`src/design/kcl_pkg.sv`:
```
// Shared types, register indexes and constants for the keypad code lock.
package kcl_pkg;

    localparam int CODE_LEN  = 4;
    localparam int KEY_W     = 8;
    localparam int CNT_W     = 3;
    localparam int FAIL_W    = 4;
    localparam int CFG_IDX_W = 3;
    localparam int CFG_W     = 8;

    localparam logic [FAIL_W-1:0] FAIL_MAX = 4'd15;

    // Register indexes of the configuration port
    localparam logic [CFG_IDX_W-1:0] REG_CODE_KEY_FIRST  = 3'd0;
    localparam logic [CFG_IDX_W-1:0] REG_CODE_KEY_SECOND = 3'd1;
    localparam logic [CFG_IDX_W-1:0] REG_CODE_KEY_THIRD  = 3'd2;
    localparam logic [CFG_IDX_W-1:0] REG_CODE_KEY_FOURTH = 3'd3;
    localparam logic [CFG_IDX_W-1:0] REG_FAILURE_LIMIT   = 3'd4;

    localparam logic [KEY_W-1:0]  CODE_KEY_FIRST_RST  = 8'd49;
    localparam logic [KEY_W-1:0]  CODE_KEY_SECOND_RST = 8'd50;
    localparam logic [KEY_W-1:0]  CODE_KEY_THIRD_RST  = 8'd51;
    localparam logic [KEY_W-1:0]  CODE_KEY_FOURTH_RST = 8'd52;
    localparam logic [FAIL_W-1:0] FAILURE_LIMIT_RST   = 4'd3;

    typedef enum logic [1:0] {
        MODE_LOCKED   = 2'd0,
        MODE_UNLOCKED = 2'd1,
        MODE_ALARM    = 2'd2
    } mode_t;

    typedef enum logic [1:0] {
        ACT_KEY       = 2'd0,
        ACT_LOCK      = 2'd1,
        ACT_BELL      = 2'd2,
        ACT_EMERGENCY = 2'd3
    } action_t;

    typedef struct packed {
        mode_t             lock_mode;
        logic [CNT_W-1:0]  progress_count;
        logic              success_lamp;
        logic              alarm_lamp;
        logic              locked_lamp;
        logic [FAIL_W-1:0] failure_count;
        logic              doorbell_pulse;
    } result_t;

endpackage

```
`src/design/kcl_cell.sv`:
```
// Key cell: holds one entered key, passes it on, and extends the match chain.
module kcl_cell
    import kcl_pkg::*;
(
    input  logic             clk,
    input  logic             shift_en,
    input  logic [KEY_W-1:0] key_in,
    input  logic [KEY_W-1:0] code_key,
    input  logic             match_in,
    output logic [KEY_W-1:0] key_out,
    output logic             match_out
);

    logic [KEY_W-1:0] key_reg;

    always_ff @(posedge clk)
    begin
        if (shift_en)
        begin
            key_reg <= key_in;
        end
    end

    assign key_out   = key_reg;
    assign match_out = match_in & (key_reg == code_key);

endmodule

```
`src/design/kcl_ctrl.sv`:
```
// Mode state machine with key count and failure count of the lock.
module kcl_ctrl
    import kcl_pkg::*;
(
    input  logic              clk,
    input  logic              rst_n,
    input  logic              in_fire,
    input  action_t           action,
    input  logic              code_match,
    input  logic [FAIL_W-1:0] failure_limit,
    output logic              shift_en,
    output result_t           res_next
);

    mode_t             mode_reg,  mode_next;
    logic [CNT_W-1:0]  count_reg, count_next;
    logic [FAIL_W-1:0] fail_reg,  fail_next;
    logic [FAIL_W-1:0] fail_inc;
    logic              bell;

    always_ff @(posedge clk or negedge rst_n)
    begin
        if (!rst_n)
        begin
            mode_reg  <= MODE_LOCKED;
            count_reg <= '0;
            fail_reg  <= '0;
        end
        else if (in_fire)
        begin
            mode_reg  <= mode_next;
            count_reg <= count_next;
            fail_reg  <= fail_next;
        end
    end

    // Saturate the failure count at its top value
    assign fail_inc = (fail_reg != FAIL_MAX) ? fail_reg + 1'b1 : fail_reg;

    always_comb
    begin
        mode_next  = mode_reg;
        count_next = count_reg;
        fail_next  = fail_reg;
        bell       = 1'b0;
        shift_en   = 1'b0;
        case (action)
            ACT_EMERGENCY:
            begin
                fail_next  = '0;
                count_next = '0;
                mode_next  = MODE_LOCKED;
            end
            ACT_BELL:
            begin
                bell = 1'b1;
            end
            ACT_LOCK:
            begin
                if (mode_reg == MODE_UNLOCKED)
                begin
                    count_next = '0;
                    mode_next  = MODE_LOCKED;
                end
            end
            ACT_KEY:
            begin
                if (mode_reg == MODE_LOCKED)
                begin
                    shift_en = in_fire;
                    if (count_reg == CNT_W'(CODE_LEN - 1))
                    begin
                        // Last key: check the whole attempt and reset the key count
                        count_next = '0;
                        if (code_match)
                        begin
                            fail_next = '0;
                            mode_next = MODE_UNLOCKED;
                        end
                        else
                        begin
                            fail_next = fail_inc;
                            if (fail_inc >= failure_limit)
                            begin
                                mode_next = MODE_ALARM;
                            end
                        end
                    end
                    else
                    begin
                        count_next = count_reg + 1'b1;
                    end
                end
            end
            default:
            begin
                mode_next = mode_reg;
            end
        endcase

        res_next.lock_mode      = mode_next;
        res_next.progress_count = count_next;
        res_next.success_lamp   = (mode_next == MODE_UNLOCKED);
        res_next.alarm_lamp     = (mode_next == MODE_ALARM);
        res_next.locked_lamp    = (mode_next == MODE_LOCKED);
        res_next.failure_count  = fail_next;
        res_next.doorbell_pulse = bell;
    end

endmodule

```
`src/design/keypad_code_lock_controller_core.sv`:
```
// Keypad code lock: key cell chain, mode control and output register.
// Each result beat is registered and is offered in the cycle after its input beat.
// Throughput: one beat per cycle; the single output register stalls input only while
// its result is held by the downstream side.
// Reset: rst_n clears mode to locked, key and failure counts to zero and
// restores the default unlock code and failure limit.
module keypad_code_lock_controller_core
    import kcl_pkg::*;
(
    input  logic                 clk,
    input  logic                 rst_n,
    input  logic                 s_tvalid,
    output logic                 s_tready,
    input  logic [7:0]           s_tdata,   // key_code[7:0]
    input  logic [1:0]           s_tuser,   // action[1:0]
    output logic                 m_tvalid,
    input  logic                 m_tready,
    // lock_mode[1:0], progress_count[4:2], success_lamp[5], alarm_lamp[6],
    // locked_lamp[7], failure_count[11:8], doorbell_pulse[12], zero fill[15:13]
    output logic [15:0]          m_tdata,
    input  logic                 cfg_we,
    input  logic [CFG_IDX_W-1:0] cfg_addr,
    input  logic [CFG_W-1:0]     cfg_data
);

    logic [KEY_W-1:0]  code_key_reg [CODE_LEN];
    logic [FAIL_W-1:0] failure_limit_reg;

    logic              in_fire;
    logic              shift_en;
    logic              code_match;
    result_t           res_next;
    result_t           out_data_reg;
    logic              out_valid_reg;

    logic [KEY_W-1:0]  chain_key   [CODE_LEN];
    logic              chain_match [CODE_LEN];

    always_ff @(posedge clk or negedge rst_n)
    begin
        if (!rst_n)
        begin
            code_key_reg[0]   <= CODE_KEY_FIRST_RST;
            code_key_reg[1]   <= CODE_KEY_SECOND_RST;
            code_key_reg[2]   <= CODE_KEY_THIRD_RST;
            code_key_reg[3]   <= CODE_KEY_FOURTH_RST;
            failure_limit_reg <= FAILURE_LIMIT_RST;
        end
        else if (cfg_we)
        begin
            case (cfg_addr)
                REG_CODE_KEY_FIRST:  code_key_reg[0]   <= cfg_data;
                REG_CODE_KEY_SECOND: code_key_reg[1]   <= cfg_data;
                REG_CODE_KEY_THIRD:  code_key_reg[2]   <= cfg_data;
                REG_CODE_KEY_FOURTH: code_key_reg[3]   <= cfg_data;
                REG_FAILURE_LIMIT:   failure_limit_reg <= cfg_data[FAIL_W-1:0];
                default:             failure_limit_reg <= failure_limit_reg;
            endcase
        end
    end

    assign s_tready = !out_valid_reg || m_tready;
    assign in_fire  = s_tvalid && s_tready;

    // The incoming key is checked against the last code key; the cells hold the
    // earlier keys, newest first, and check them against the earlier code keys.
    assign chain_key[0]   = s_tdata[KEY_W-1:0];
    assign chain_match[0] = (s_tdata[KEY_W-1:0] == code_key_reg[CODE_LEN-1]);

    for (genvar i = 0; i < CODE_LEN - 1; i++)
    begin : g_cell
        kcl_cell u_cell (
            .clk       (clk),
            .shift_en  (shift_en),
            .key_in    (chain_key[i]),
            .code_key  (code_key_reg[CODE_LEN-2-i]),
            .match_in  (chain_match[i]),
            .key_out   (chain_key[i+1]),
            .match_out (chain_match[i+1])
        );
    end

    assign code_match = chain_match[CODE_LEN-1];

    kcl_ctrl u_ctrl (
        .clk           (clk),
        .rst_n         (rst_n),
        .in_fire       (in_fire),
        .action        (action_t'(s_tuser)),
        .code_match    (code_match),
        .failure_limit (failure_limit_reg),
        .shift_en      (shift_en),
        .res_next      (res_next)
    );

    always_ff @(posedge clk or negedge rst_n)
    begin
        if (!rst_n)
        begin
            out_valid_reg <= 1'b0;
        end
        else if (in_fire)
        begin
            out_valid_reg <= 1'b1;
        end
        else if (m_tready)
        begin
            out_valid_reg <= 1'b0;
        end
    end

    // Hold the result beat until it is taken
    always_ff @(posedge clk)
    begin
        if (in_fire)
        begin
            out_data_reg <= res_next;
        end
    end

    assign m_tvalid = out_valid_reg;
    assign m_tdata  = {3'b000,
                       out_data_reg.doorbell_pulse,
                       out_data_reg.failure_count,
                       out_data_reg.locked_lamp,
                       out_data_reg.alarm_lamp,
                       out_data_reg.success_lamp,
                       out_data_reg.progress_count,
                       out_data_reg.lock_mode};

endmodule
```
`config.mk`:
```
export PLATFORM = sky130hd
export DESIGN_NAME = keypad_code_lock_controller_core
export DESIGN_NICKNAME = d
export VERILOG_FILES = /design/src/design/kcl_pkg.sv /design/src/design/kcl_cell.sv /design/src/design/kcl_ctrl.sv /design/src/design/keypad_code_lock_controller_core.sv
export SDC_FILE = /design/constraint.sdc
export NUM_CORES = 1
export LEC_CHECK = 0
export ABC_CLOCK_PERIOD_IN_PS = 3400
export BUFFER_PORTS_ARGS = -buffer_cell sky130_fd_sc_hd__clkbuf_2
export CORE_MARGIN = 10
export CORE_UTILIZATION = 58
export CTS_CLUSTER_DIAMETER = 80
export DETAILED_ROUTE_END_ITERATION = 10
export HOLD_SLACK_MARGIN = 0.1
export PLACE_DENSITY = 0.78
export SYNTH_ARGS = -nofsm -noshare
export SYNTH_HDL_FRONTEND = slang
export SYNTH_SLANG_ARGS = --single-unit
```
`constraint.sdc`:
```
create_clock -name clk -period 3.4 [get_ports clk]
set_clock_uncertainty 0.05 [all_clocks]
set_input_delay 0.34 -clock clk [delete_from_list [all_inputs] [get_ports clk]]
set_output_delay 0.34 -clock clk [all_outputs]
set_load 0.02 [all_outputs]
```
==> impl_metrics.ini <==
[route]
drc = 0
via_per_inst = 5.53
vias = 2225
wire_per_inst_um = 17.4
ant_nets = 0
routed_wl_um = 7000
drt_pre_antenna_iters = 4
drtIter0Drc = 99

[floorplan]
core-area_sq_um = 6030
die_area_sq_um = 9940
die_y_um = 99.7
initial_utilization_pct = 61.1
die_x_um = 99.7
ios = 44
rows = 28

[sta]
tns_ns = 0
worst_slew_margin_rel_pct = 40.2
worst_slew_pin_slew_ns = 0.894
setup_viol = 0
period_share_pct = 77.1
hold_violations = 0
max_freq_ghz = 0.382
finalCriticalPeriod_ns = 2.62
slew_violations = 0
rsz0062_at_grt = no

[placement]
io_buffers = 40
gp_congestion = 0.767
hpwl_um = 5040

[critical_path]
r2r-start = u_ctrl.fail_reg[0]
cp_cell_sequence = ha_1 > nand3_1 > xnor2_1 > ha_1 > nand2b_1 > a21o_1 > a211oi_1 > nor4_1 > a21oi_1 > nor2_1
slowest_stage = dfrtp_1
cp_common_cell = ha_1
rr_worst_depth = 10
cp.required_ns = 3.44
cp.arrival_ns = 2.66
critPathMaxStageDelay_ns = 0.43
critPathLaunchType = flip-flop
crit_type = reg2reg
setup.worst_path.start = u_ctrl.fail_reg[0]
cp_max_fo = 5
end_kind = flip-flop

[grt]
grt_pass1_wl_um = 11700
grt_use_met1_pct = 19.4
antenna_found_initial = 0
busiest_layer = met2
grt_start_max_net_pins = 28
use_met2_pct = 22.5
grt_pass1_vias = 2313
grt_usage_pct = 14.6
grt_use_met3_pct = 3.94
gr-total-overflow = 0

[cells_and_area]
final_cell_mix = 40 x clkbuf_2, 37 x edfxtp_1, 36 x mux2_2
final_common_cell = clkbuf_2
drive_gt1_share_pct = 34.3
nets = 357
synthToLayoutAreaGrowth_pct = 14.2
largest_register_ffs = 32
antennaDiodeCount = 0
final_core_util_pct = 69.8
fill_cells = 439

[yosys]
syn_area_sq_um = 3680
yosysWarnings = 0
netlist_instances = 270
ys_seq_elements = 83
yosysUniqueCellTypes = 36
synth_edf_count = 37
avgSynthCellArea_sq_um = 13.6
ys_seq_area_share_pct = 61.9
async_flop_share_pct = 55.4
synthFlopType = edfxtp_1

[cts]
clkTransAtPathRegs_ns = 0.08
cts_tree = yes
htreeDepth = 3
cts_buffers = 9
clock_latency_ns = 0.35
root_buffer = clkbuf_8
clk_path_buf_depth = 2
cts_sinks = 83
post_cts_resized = 0

[flow_run]
drv_cap = 0

[worst_hold_path]
min_path_type = in2reg
min_from = s_tvalid
whs_path_depth = 2

[power_and_ir_drop]
ir_drop_mv = 0.369
power.density_nw_per_um2 = 561
power_leakage_nw = 1.73

[outcome]
status = complete, no violations
==> worst paths after layout <==
check,slack [ns],endpoint
max,0.78,m_tdata[6]
min,0.14,m_tvalid
max reg2reg,0.78,m_tdata[6]
min reg2reg,0.41,g_cell[1].u_cell.key_out[1]
max in group asynchronous,2.07,failure_limit_reg[1]
min in group asynchronous,0.43,code_key_reg[7]
==> power by group <==
| part | total, W | internal (W) | switching (W) |
|---|---|---|---|
| sequential | 0.00127 | 0.00119 | 0.0000741 |
| clock | 0.000767 | 0.000432 | 0.000336 |
| combinational | 0.000326 | 0.000172 | 0.000154 |
==> stage by stage <==
stage	power (W)	std cells	instance area (sq um)	hold WS (ns)	setup WS [ns]
final	0.00236	402	4200	0.144	0.780
after global routing	0.00247	402	4200	0.131	0.531
after CTS	0.00238	402	4200	0.133	0.758
after detailed placement	0.00161	385	3980	0.278	0.780
after global placement	0.00159	385	3980	0.288	0.871
after floorplan	0.00150	272	3690	-0.00559	0.947
==> synthesized netlist by cell type (2+ instances only) <==
cell type	number	area [sq um]
mux2_2	36	405
a21oi_1	3	15.0
nor4_1	3	18.8
buf_4	3	22.5
a21o_1	2	15.0
nor2b_1	2	12.5
o31ai_1	4	30.0
nand3_1	4	20.0
inv_1	12	45.0
nand4_1	8	50.1
nand2b_1	7	43.8
and2_1	2	12.5
mux2i_1	2	20.0
dfstp_2	15	394
nor3_1	3	15.0
dfrtp_1	31	776
o21ai_0	11	55.1
xnor2_1	33	289
edfxtp_1	37	1110
ha_1	9	113
nand2_1	23	86.3
nor2_1	6	22.5
==> routing by layer <==
metal  routed length (um)  share of wire [%]
met4                   74                1.1
met3                  292                4.2
met5                    0                  0
met1                 3220                 46
met2                 3410                 49
==> kinds of logic (layout without fill, tap and decap cells) <==
family / after synthesis / in the layout / synth area share (%)
mux: 38 / 38 / 11.6
simple gates: 63 / 63 / 8.90
flops: 83 / 83 / 61.9
xor+xnor: 33 / 33 / 7.85
fa+ha+maj: 9 / 9 / 3.06
other cells: 1 / 3 / 0.102
buf+inv: 16 / 71 / 1.94
compound gates: 27 / 27 / 4.66
==> critical path: cells and delay by family, from the launching register on <==
family	cells	cell delay, ns
AOI/OAI and AO/OA	3	0.69
adders and majority gates	2	0.51
DFF	1	0.43
and+or+nand+nor	4	0.43
xor gates and xnor gates	1	0.27
==> area by class of cell <==
| class | instances | area (sq um) | share of cell area [%] |
|---|---|---|---|
| multi-input cells | 173 | 1340 | 31.9 |
| well taps | 75 | 93.8 | 2.23 |
| repair buffers | 43 | 225 | 5.36 |
| flip-flops and latches | 83 | 2280 | 54.3 |
| clock buffers | 11 | 141 | 3.36 |
| clock inverters | 5 | 77.6 | 1.85 |
| inverters | 12 | 45.0 | 1.07 |
==> what timing repair did <==
item                                   4_1_cts  5_1_grt
endpoints found under the hold margin       15        0
buffers inserted                             0        0
hold buffers                                 1        0
Power figures use the tool's default switching activity.
